**src/rtl/core/multidim_array_address_generator_unit_macros.svh**
```systemverilog
// Assertion helpers used by the address generator controller
`ifndef MULTIDIM_ARRAY_ADDRESS_GENERATOR_UNIT_MACROS_SVH
`define MULTIDIM_ARRAY_ADDRESS_GENERATOR_UNIT_MACROS_SVH

// Check that a condition implies a consequence in the same cycle
`define MAAG_ASSERT_NOW(label, clk, rst_n, cond, cons, msg) \
	label: assert property (@(posedge clk) disable iff (!(rst_n)) (cond) |-> (cons)) \
		else $error(msg);

// Check that a condition implies a consequence in the following cycle
`define MAAG_ASSERT_NEXT(label, clk, rst_n, cond, cons, msg) \
	label: assert property (@(posedge clk) disable iff (!(rst_n)) (cond) |=> (cons)) \
		else $error(msg);

`endif

```
**src/rtl/core/maag_pkg.sv**
```systemverilog
package maag_pkg;

	// Default sizing
	localparam int NUM_SLOTS_DEF = 16;
	localparam int MAX_DIMS_DEF  = 16;

	// Field widths
	localparam int BASE_W  = 31;
	localparam int ESIZE_W = 16;
	localparam int DIMS_W  = 5;
	localparam int HDR_W   = BASE_W + ESIZE_W + DIMS_W;

	// Opcodes
	localparam logic [1:0] OP_HDR = 2'd0;
	localparam logic [1:0] OP_BND = 2'd1;
	localparam logic [1:0] OP_CMT = 2'd2;
	localparam logic [1:0] OP_IDX = 2'd3;

	// Decoded kind of an incoming word, after range checks
	typedef enum logic [2:0] {
		KIND_NONE,
		KIND_HDR,
		KIND_BND,
		KIND_CMT,
		KIND_IDX
	} item_kind_t;

	// Controller to datapath
	typedef struct packed {
		logic accept;
		logic cmt_load;
		logic cmt_lo;
		logic cmt_step;
		logic idx_mul;
		logic idx_acc;
		logic out_load;
	} dp_cmd_t;

	// Datapath to controller
	typedef struct packed {
		item_kind_t kind;
		logic       idx_live;
		logic       idx_last;
		logic       walk_end;
	} dp_status_t;

endpackage

```
**src/rtl/core/maag_ctrl.sv**
```systemverilog
`include "multidim_array_address_generator_unit_macros.svh"

module maag_ctrl (
	input  logic                 clk,
	input  logic                 arst_n,
	input  logic                 in_valid,
	output logic                 in_ready,
	output logic                 out_valid,
	input  logic                 out_ready,
	input  maag_pkg::dp_status_t st,
	output maag_pkg::dp_cmd_t    cmd
);

	typedef enum logic [2:0] {
		S_IDLE,
		S_IDX,
		S_ACC,
		S_CHDR,
		S_CLO,
		S_CSUB
	} state_t;

	state_t state_q;
	logic   out_valid_q;
	logic   stall;
	logic   leave_acc;
	logic   accept;

	// Hold in the accumulate state while a result cannot be placed
	assign stall     = (state_q == S_ACC) && st.idx_last && out_valid_q && !out_ready;
	assign leave_acc = (state_q == S_ACC) && !stall;
	assign in_ready  = (state_q == S_IDLE) || leave_acc;
	assign accept    = in_valid && in_ready;

	// Commands to the datapath
	always_comb begin
		cmd.accept   = accept;
		cmd.cmt_load = state_q == S_CHDR;
		cmd.cmt_lo   = state_q == S_CLO;
		cmd.cmt_step = state_q == S_CSUB;
		cmd.idx_mul  = state_q == S_IDX;
		cmd.idx_acc  = leave_acc;
		cmd.out_load = leave_acc && st.idx_last;
	end

	// State and output valid
	always_ff @(posedge clk or negedge arst_n) begin
		if (!arst_n) begin
			state_q     <= S_IDLE;
			out_valid_q <= 1'b0;
		end else begin
			if (cmd.out_load) begin
				out_valid_q <= 1'b1;
			end else if (out_ready) begin
				out_valid_q <= 1'b0;
			end
			unique case (state_q)
				S_IDLE, S_ACC: begin
					if (state_q == S_ACC && stall) begin
						state_q <= S_ACC;
					end else if (accept && st.kind == maag_pkg::KIND_CMT) begin
						state_q <= S_CHDR;
					end else if (accept && st.kind == maag_pkg::KIND_IDX) begin
						state_q <= S_IDX;
					end else begin
						state_q <= S_IDLE;
					end
				end
				S_IDX: begin
					state_q <= st.idx_live ? S_ACC : S_IDLE;
				end
				S_CHDR: begin
					state_q <= S_CLO;
				end
				S_CLO: begin
					state_q <= S_CSUB;
				end
				S_CSUB: begin
					state_q <= st.walk_end ? S_IDLE : S_CLO;
				end
				default: begin
					state_q <= S_IDLE;
				end
			endcase
		end
	end

	assign out_valid = out_valid_q;

	`MAAG_ASSERT_NOW(a_busy_not_ready, clk, arst_n, (state_q == S_IDX || state_q == S_CHDR || state_q == S_CLO || state_q == S_CSUB), !in_ready, "ready raised during a walk or multiply")
	`MAAG_ASSERT_NOW(a_no_overwrite, clk, arst_n, cmd.out_load, (!out_valid_q || out_ready), "pending result overwritten")
	`MAAG_ASSERT_NEXT(a_commit_starts, clk, arst_n, (accept && st.kind == maag_pkg::KIND_CMT), (state_q == S_CHDR), "commit did not start its walk")
	`MAAG_ASSERT_NEXT(a_dead_index, clk, arst_n, (state_q == S_IDX && !st.idx_live), (state_q == S_IDLE && !cmd.out_load), "ignored index word went on")

endmodule

```
**config.mk**
```make
export PLATFORM = sky130hd
export DESIGN_NAME = maag_ctrl
export DESIGN_NICKNAME = d
export VERILOG_FILES = /design/src/rtl/core/maag_pkg.sv /design/src/rtl/core/maag_ctrl.sv
export VERILOG_INCLUDE_DIRS = /design/src /design/src/rtl/core
export SDC_FILE = /design/constraint.sdc
export NUM_CORES = 1
export LEC_CHECK = 0
export ABC_AREA = 1
export BUFFER_PORTS_ARGS = -buffer_cell sky130_fd_sc_hd__buf_2
export CAP_MARGIN = 30
export CORE_AREA = 2 2 39 41
export CTS_BUF_LIST = sky130_fd_sc_hd__clkbuf_4 sky130_fd_sc_hd__clkbuf_8 sky130_fd_sc_hd__clkbuf_16
export CTS_CLUSTER_DIAMETER = 60
export DETAILED_ROUTE_END_ITERATION = 8
export DIE_AREA = 0 0 41 43
export HOLD_SLACK_MARGIN = 0.12
export PLACE_DENSITY = 0.55
export SYNTH_ARGS = -nofsm -noshare
export SYNTH_HDL_FRONTEND = slang
export SYNTH_SLANG_ARGS = --single-unit
```
**constraint.sdc**
```tcl
create_clock -name clk -period 1.3 [get_ports clk]
set_input_delay 0 -clock clk [delete_from_list [all_inputs] [get_ports clk]]
set_output_delay 0 -clock clk [all_outputs]
set_load 0.05 [all_outputs]
```
==> Word level (Yosys, flattened, before mapping) <==
Cells that the tools add are included.
{ "word_totals": {"in_bits": 10, "reg_bits": 4, "wordCells": 32, "out_inout_bits": 9} }
{ "op_classes": {"n_eq_ne": 7, "mux": 8, "reduce_logical": 15} }
{ "op_table": {"columns": ["cell", "n"], "rows": [
  ["3-bit one-hot mux with 5 select lines", 1],
  ["3-bit by 2-bit == test with 1-bit output, second input constant", 3],
  ["3-bit == test, second input constant", 3],
  ["1-bit logical AND", 9],
  ["2-bit 2-to-1 mux", 3],
  ["3-bit by 1-bit == test with 1-bit output, second input constant", 1],
  ["3-bit zero test", 1],
  ["1-bit 2-to-1 mux", 3],
  ["3-bit 2-to-1 mux", 1],
  ["1-bit zero test", 2],
  ["2-bit nonzero test", 1],
  ["2-bit OR reduction", 1],
  ["1-bit logical OR", 1]
]} }

==> Longest topological paths before layout <==
{ "depth": {"word_depth": 13, "depth_mapped": 6, "depth_no_buf": 6} }

==> Least setup slack after synthesis <==
No wires, ideal clock.
{ "synth_timing": {"path_type": "flip-flop to output port", "start": "register out_valid_q (netlist: out_valid)", "end": "output in_ready", "n_path_buf": 0, "stages_incl_launch_ff": 6, "setup_slack_ns": -0.208, "t_arrival_ns": 1.508, "t_required_ns": 1.300, "path_cell_list": "dfrtp_1 > inv_1 > nor2_1 > nand4_2 > inv_2 > nor2_1"} }
{ "synth_between": {"elab_chain_len": 5} }
{ "synth_rtl": {"columns": ["item", "line_no", "rtl"], "rows": [
  ["from (decl)", "maag_ctrl.sv:24", "logic out_valid_q;"],
  ["from (signal assigned)", "maag_ctrl.sv:50", "out_valid_q <= 1'b0;"],
  ["from (signal assigned)", "maag_ctrl.sv:53", "out_valid_q <= 1'b1;"],
  ["from (signal assigned)", "maag_ctrl.sv:55", "out_valid_q <= 1'b0;"],
  ["1-bit logical AND (2 in a row)", "maag_ctrl.sv:30", "assign stall = (state_q == S_ACC) && st.idx_last && out_valid_q && !out_ready;"],
  ["1-bit zero test", "maag_ctrl.sv:31", "assign leave_acc = (state_q == S_ACC) && !stall;"],
  ["1-bit logical AND", "maag_ctrl.sv:31", null],
  ["1-bit logical OR", "maag_ctrl.sv:32", "assign in_ready = (state_q == S_IDLE) || leave_acc;"],
  ["to (decl)", "maag_ctrl.sv:7", "output logic in_ready,"]
]} }
No other way between the ends.

==> run_results.csv <==
group,metric,value,unit
power_and_ir_drop,cell_internal_pwr,0.000539,W
final_layout,synthToLayoutAreaGrowth,123,%
timing,fin_ws,-0.0162,ns
synthesis,post-synth-top-area-fraction,34.6,%
synthesis,yosys.area.top_type,"sky130_fd_sc_hd__dfrtp_1",
final_layout,num-fill-cells,136,
placement,routabilityCongestion,0.695,
flow_run,maxCapViolCount,0,
timing,achievable-frequency,0.760,GHz
drt,final_antenna_net_count,0,
drt,drcViolationCount,0,
final_layout,design.final.nets,87,
global_routing,grt_antenna_before_repair,0,
timing,final.hold.worst_slack,0.169,ns
timing,final_max_slew_viol_count,0,
clock_network,clkTransAtPathRegs,0.04,ns
timing,worstMarginPinSlew,0.265,ns
timing,rsz0062_at_grt,"yes",
timing,worst_clock_skew,0.00138,ns
outcome,violated_checks,"setup timing",
floorplanning,rows,14,
critical_path,worst-endpoint-required,1.30,ns
drt,detail_route.first_pass.iterations,4,
synthesis,ys_ff_latch,4,
floorplanning,initial_core_util,20.9,%
synthesis,yosysUniqueCellTypes,17,
placement,detailed_placement_wirelength_estimate,581,microns
final_layout,final_layout_size_suffix_gt1_share,62.7,%
timing,report.final.hold_viol_count,0,
clock_network,tritoncts,"done",
global_routing,grt_overflow_total,0,
critical_path,timing.critical_path.arrival,1.32,ns
synthesis,net_count_after_synthesis,51,
clock_network,ctsRootBufferMaster,"sky130_fd_sc_hd__clkbuf_4",
clock_network,numClockSinks,4,
timing,finalCriticalPeriod,1.32,ns
power_and_ir_drop,vdd_drop_max,0.811,mV
synthesis,yosys_most_used_dff,"sky130_fd_sc_hd__dfrtp_1",
clock_network,total_cts_buffers,3,
power_and_ir_drop,power.static_leakage,0.319,nW
power_and_ir_drop,total_power,0.00107,W
critical_path,critical_path.cell_chain,"inv_1, nand2_1, nor2_1, buf_2",
drt,post_drt_wl_per_cell,11.7,microns
power_and_ir_drop,net-switching-power,0.000528,W
drt,detailedRoute.firstIterationViolations,13,
critical_path,timing.critical_path.to_type,"output pin",
floorplanning,fp.dieArea,1760,sq um
drt,vias_per_cell,4.55,
synthesis,mappedNetlistArea,289,sq um
global_routing,grt_max_degree,7,
synthesis,yosys.cell_count.top_type,"sky130_fd_sc_hd__nor2_1",
outcome,status,"finished, violations left",
power_and_ir_drop,power.clock.fraction,14.3,%
synthesis,postSynth.asyncResetShare,100,%
critical_path,criticalPathCategory,"reg -> out",
floorplanning,design.core.area,1380,sq um
power_and_ir_drop,power.density,1650,nW/um^2
min_path,worstHoldPathType,"in -> reg",
synthesis,number_of_synthesized_flops_with_an_enable_pin,0,
power_and_ir_drop,sw_frac_of_total,49.5,%
critical_path,critical_path.max_fanout,5,
final_layout,antenna_cells_inserted,0,
synthesis,yosys-top-cells-area,"sky130_fd_sc_hd__dfrtp_1 (35%), sky130_fd_sc_hd__nor2_1 (9.1%), sky130_fd_sc_hd__inv_1 (7.8%)",
global_routing,grt_pass1_wl,1520,microns
final_layout,multiInputGateArea,203,sq um
critical_path,worst-r2r-cell-count,7,
critical_path,critical_path.slowest_cell,"sky130_fd_sc_hd__dfrtp_2",
critical_path,worst_setup_path_start_kind,"flip-flop",
clock_network,clock_tree.buffer_depth,2,
timing,count_of_final_setup_violators,2,
drt,route.vias.total,414,
final_layout,area.sequential,104,sq um
power_and_ir_drop,seq_power_share,21.5,%
min_path,worstHoldStart,"st[5]",
synthesis,yosysSeqAreaShare,34.6,%
drt,routed_wire_length,1060,microns
clock_network,clk_latency,0.23,ns
global_routing,grt_util_all_layers,13.5,%
floorplanning,dieHeight,43,microns
clock_network,cts.htree.levels,1,
timing,max_slew_margin,82.5,%
synthesis,mean_instance_size_in_the_synthesized_netlist,7.05,sq um
floorplanning,die_width,41,microns
critical_path,family_with_the_most_delay_on_the_worst_path,"flip-flops",
floorplanning,num_io_pins,19,
critical_path,rr_startpoint,"state_q[2]",
power_and_ir_drop,pwr-share-comb,64.2,%
synthesis,cells_after_synth,41,
critical_path,timing.reg2reg.setup_slack,0.02,ns
min_path,whs_path_depth,6,
critical_path,critical-path-max-stage-delay,0.46,ns
min_path,hold_crit_endpoint,"state_q[1]",
critical_path,crit_buf_inv,2,
global_routing,grt_pass1_vias,368,
critical_path,crit-reg2reg-capture,"state_q[0]",
timing,finalCritPeriodShare,101,%
synthesis,yosys_warnings,0,
placement,numPortBuffers,18,
synthesis,leading_cell_types_by_count_after_synthesis,"sky130_fd_sc_hd__nor2_1 (7), sky130_fd_sc_hd__inv_1 (6), sky130_fd_sc_hd__nand2_1 (6)",
[worst min-delay path: stages]
cell                      delay (ns)
sky130_fd_sc_hd__buf_2          0.09
sky130_fd_sc_hd__inv_1          0.03
sky130_fd_sc_hd__nand3_1        0.10
sky130_fd_sc_hd__o31ai_2        0.06
sky130_fd_sc_hd__inv_1          0.04
sky130_fd_sc_hd__nand2_1        0.04
[cell families after synthesis]
kind of cell / share of synthesized area (%)
buffers and inverters: 15.6
AOI/OAI and AO/OA: 9.95
and+or+nand+nor: 39.8
DFF: 34.6
[metal layers]
layer / up-vias / share of wire [%] / GRT usage, %
li1: 198 / - / -
met5: - / 0 / 0
met2: 19 / 58 / 20.3
met1: 193 / 34 / 14.6
met3: 4 / 4.9 / 3.14
met4: 0 / 2.6 / 12.0
[per-stage QoR]
step                      utilization (%)  setup WS (ns)  std cells  setup TNS (ns)  cell area, sq um
after floorplan                         -        -0.0299         41         -0.0508               303
after global placement               28.8          0.143         73               0               398
after detailed placement             28.8          0.142         73               0               398
after CTS                            40.4        -0.0123         88         -0.0158               559
after global routing                 46.7        -0.0582         91          -0.235               646
final                                46.7        -0.0162         91         -0.0166               646
[timing repair]
item                       in CTS  in global routing
setup endpoints to repair       4                  8
hold endpoints to repair        8                  0
pin swaps                       2                  3
gates resized for setup        10                 16
hold buffers                    7                  0
setup buffers                   5                  3
gates cloned                    0                  0
[area by class of cell]
class,instances,area share (%)
Timing Repair Buffer,33,40.5
Multi-Input combinational cell,27,31.4
Sequential cell,4,16.1
Inverter,8,5.43
Clock buffer,3,3.49
Tap cell,16,3.10
[sequential cells by signal, indices dropped and copies added, names as in the netlist]
register / cells
out_valid: 1
state_q: 3
[power by group through the flow]
stage	Combinational (W)	Clock, W	Sequential, W
floorplan	0.000341	0	0.000233
global placement	0.000441	0	0.000208
detailed placement	0.000442	0	0.000210
CTS	0.000560	0.000159	0.000222
global route	0.000715	0.000167	0.000233
finish	0.000685	0.000153	0.000229
[worst max-delay path by stage]
stage,from,endpoint,slack (ns),cells past startpoint
6_report,state_q[1],cmd[3],-0.02,4
5_1_grt,state_q[0],cmd[1],-0.06,5
4_1_cts,state_q[0],cmd[1],-0.01,5
3_5_place_dp,state_q[2],cmd[1],0.14,5
3_3_place_gp,state_q[2],cmd[1],0.14,5
2_1_floorplan,out_valid,cmd[1],-0.03,6
[placed cells by master (no fill, tap or decap), drive strengths merged]
cell type and count:
nand2 7, o21ai 1, a21oi 1, o22ai 1, or2 1, inv 8
dlygate4sd3 7, nand4 1, nor3 3, buf 24, nor2 8, o31ai 1
clkbuf 5, dfrtp 4, nand3 3
Note: power is estimated with default switching activity, not from simulation.
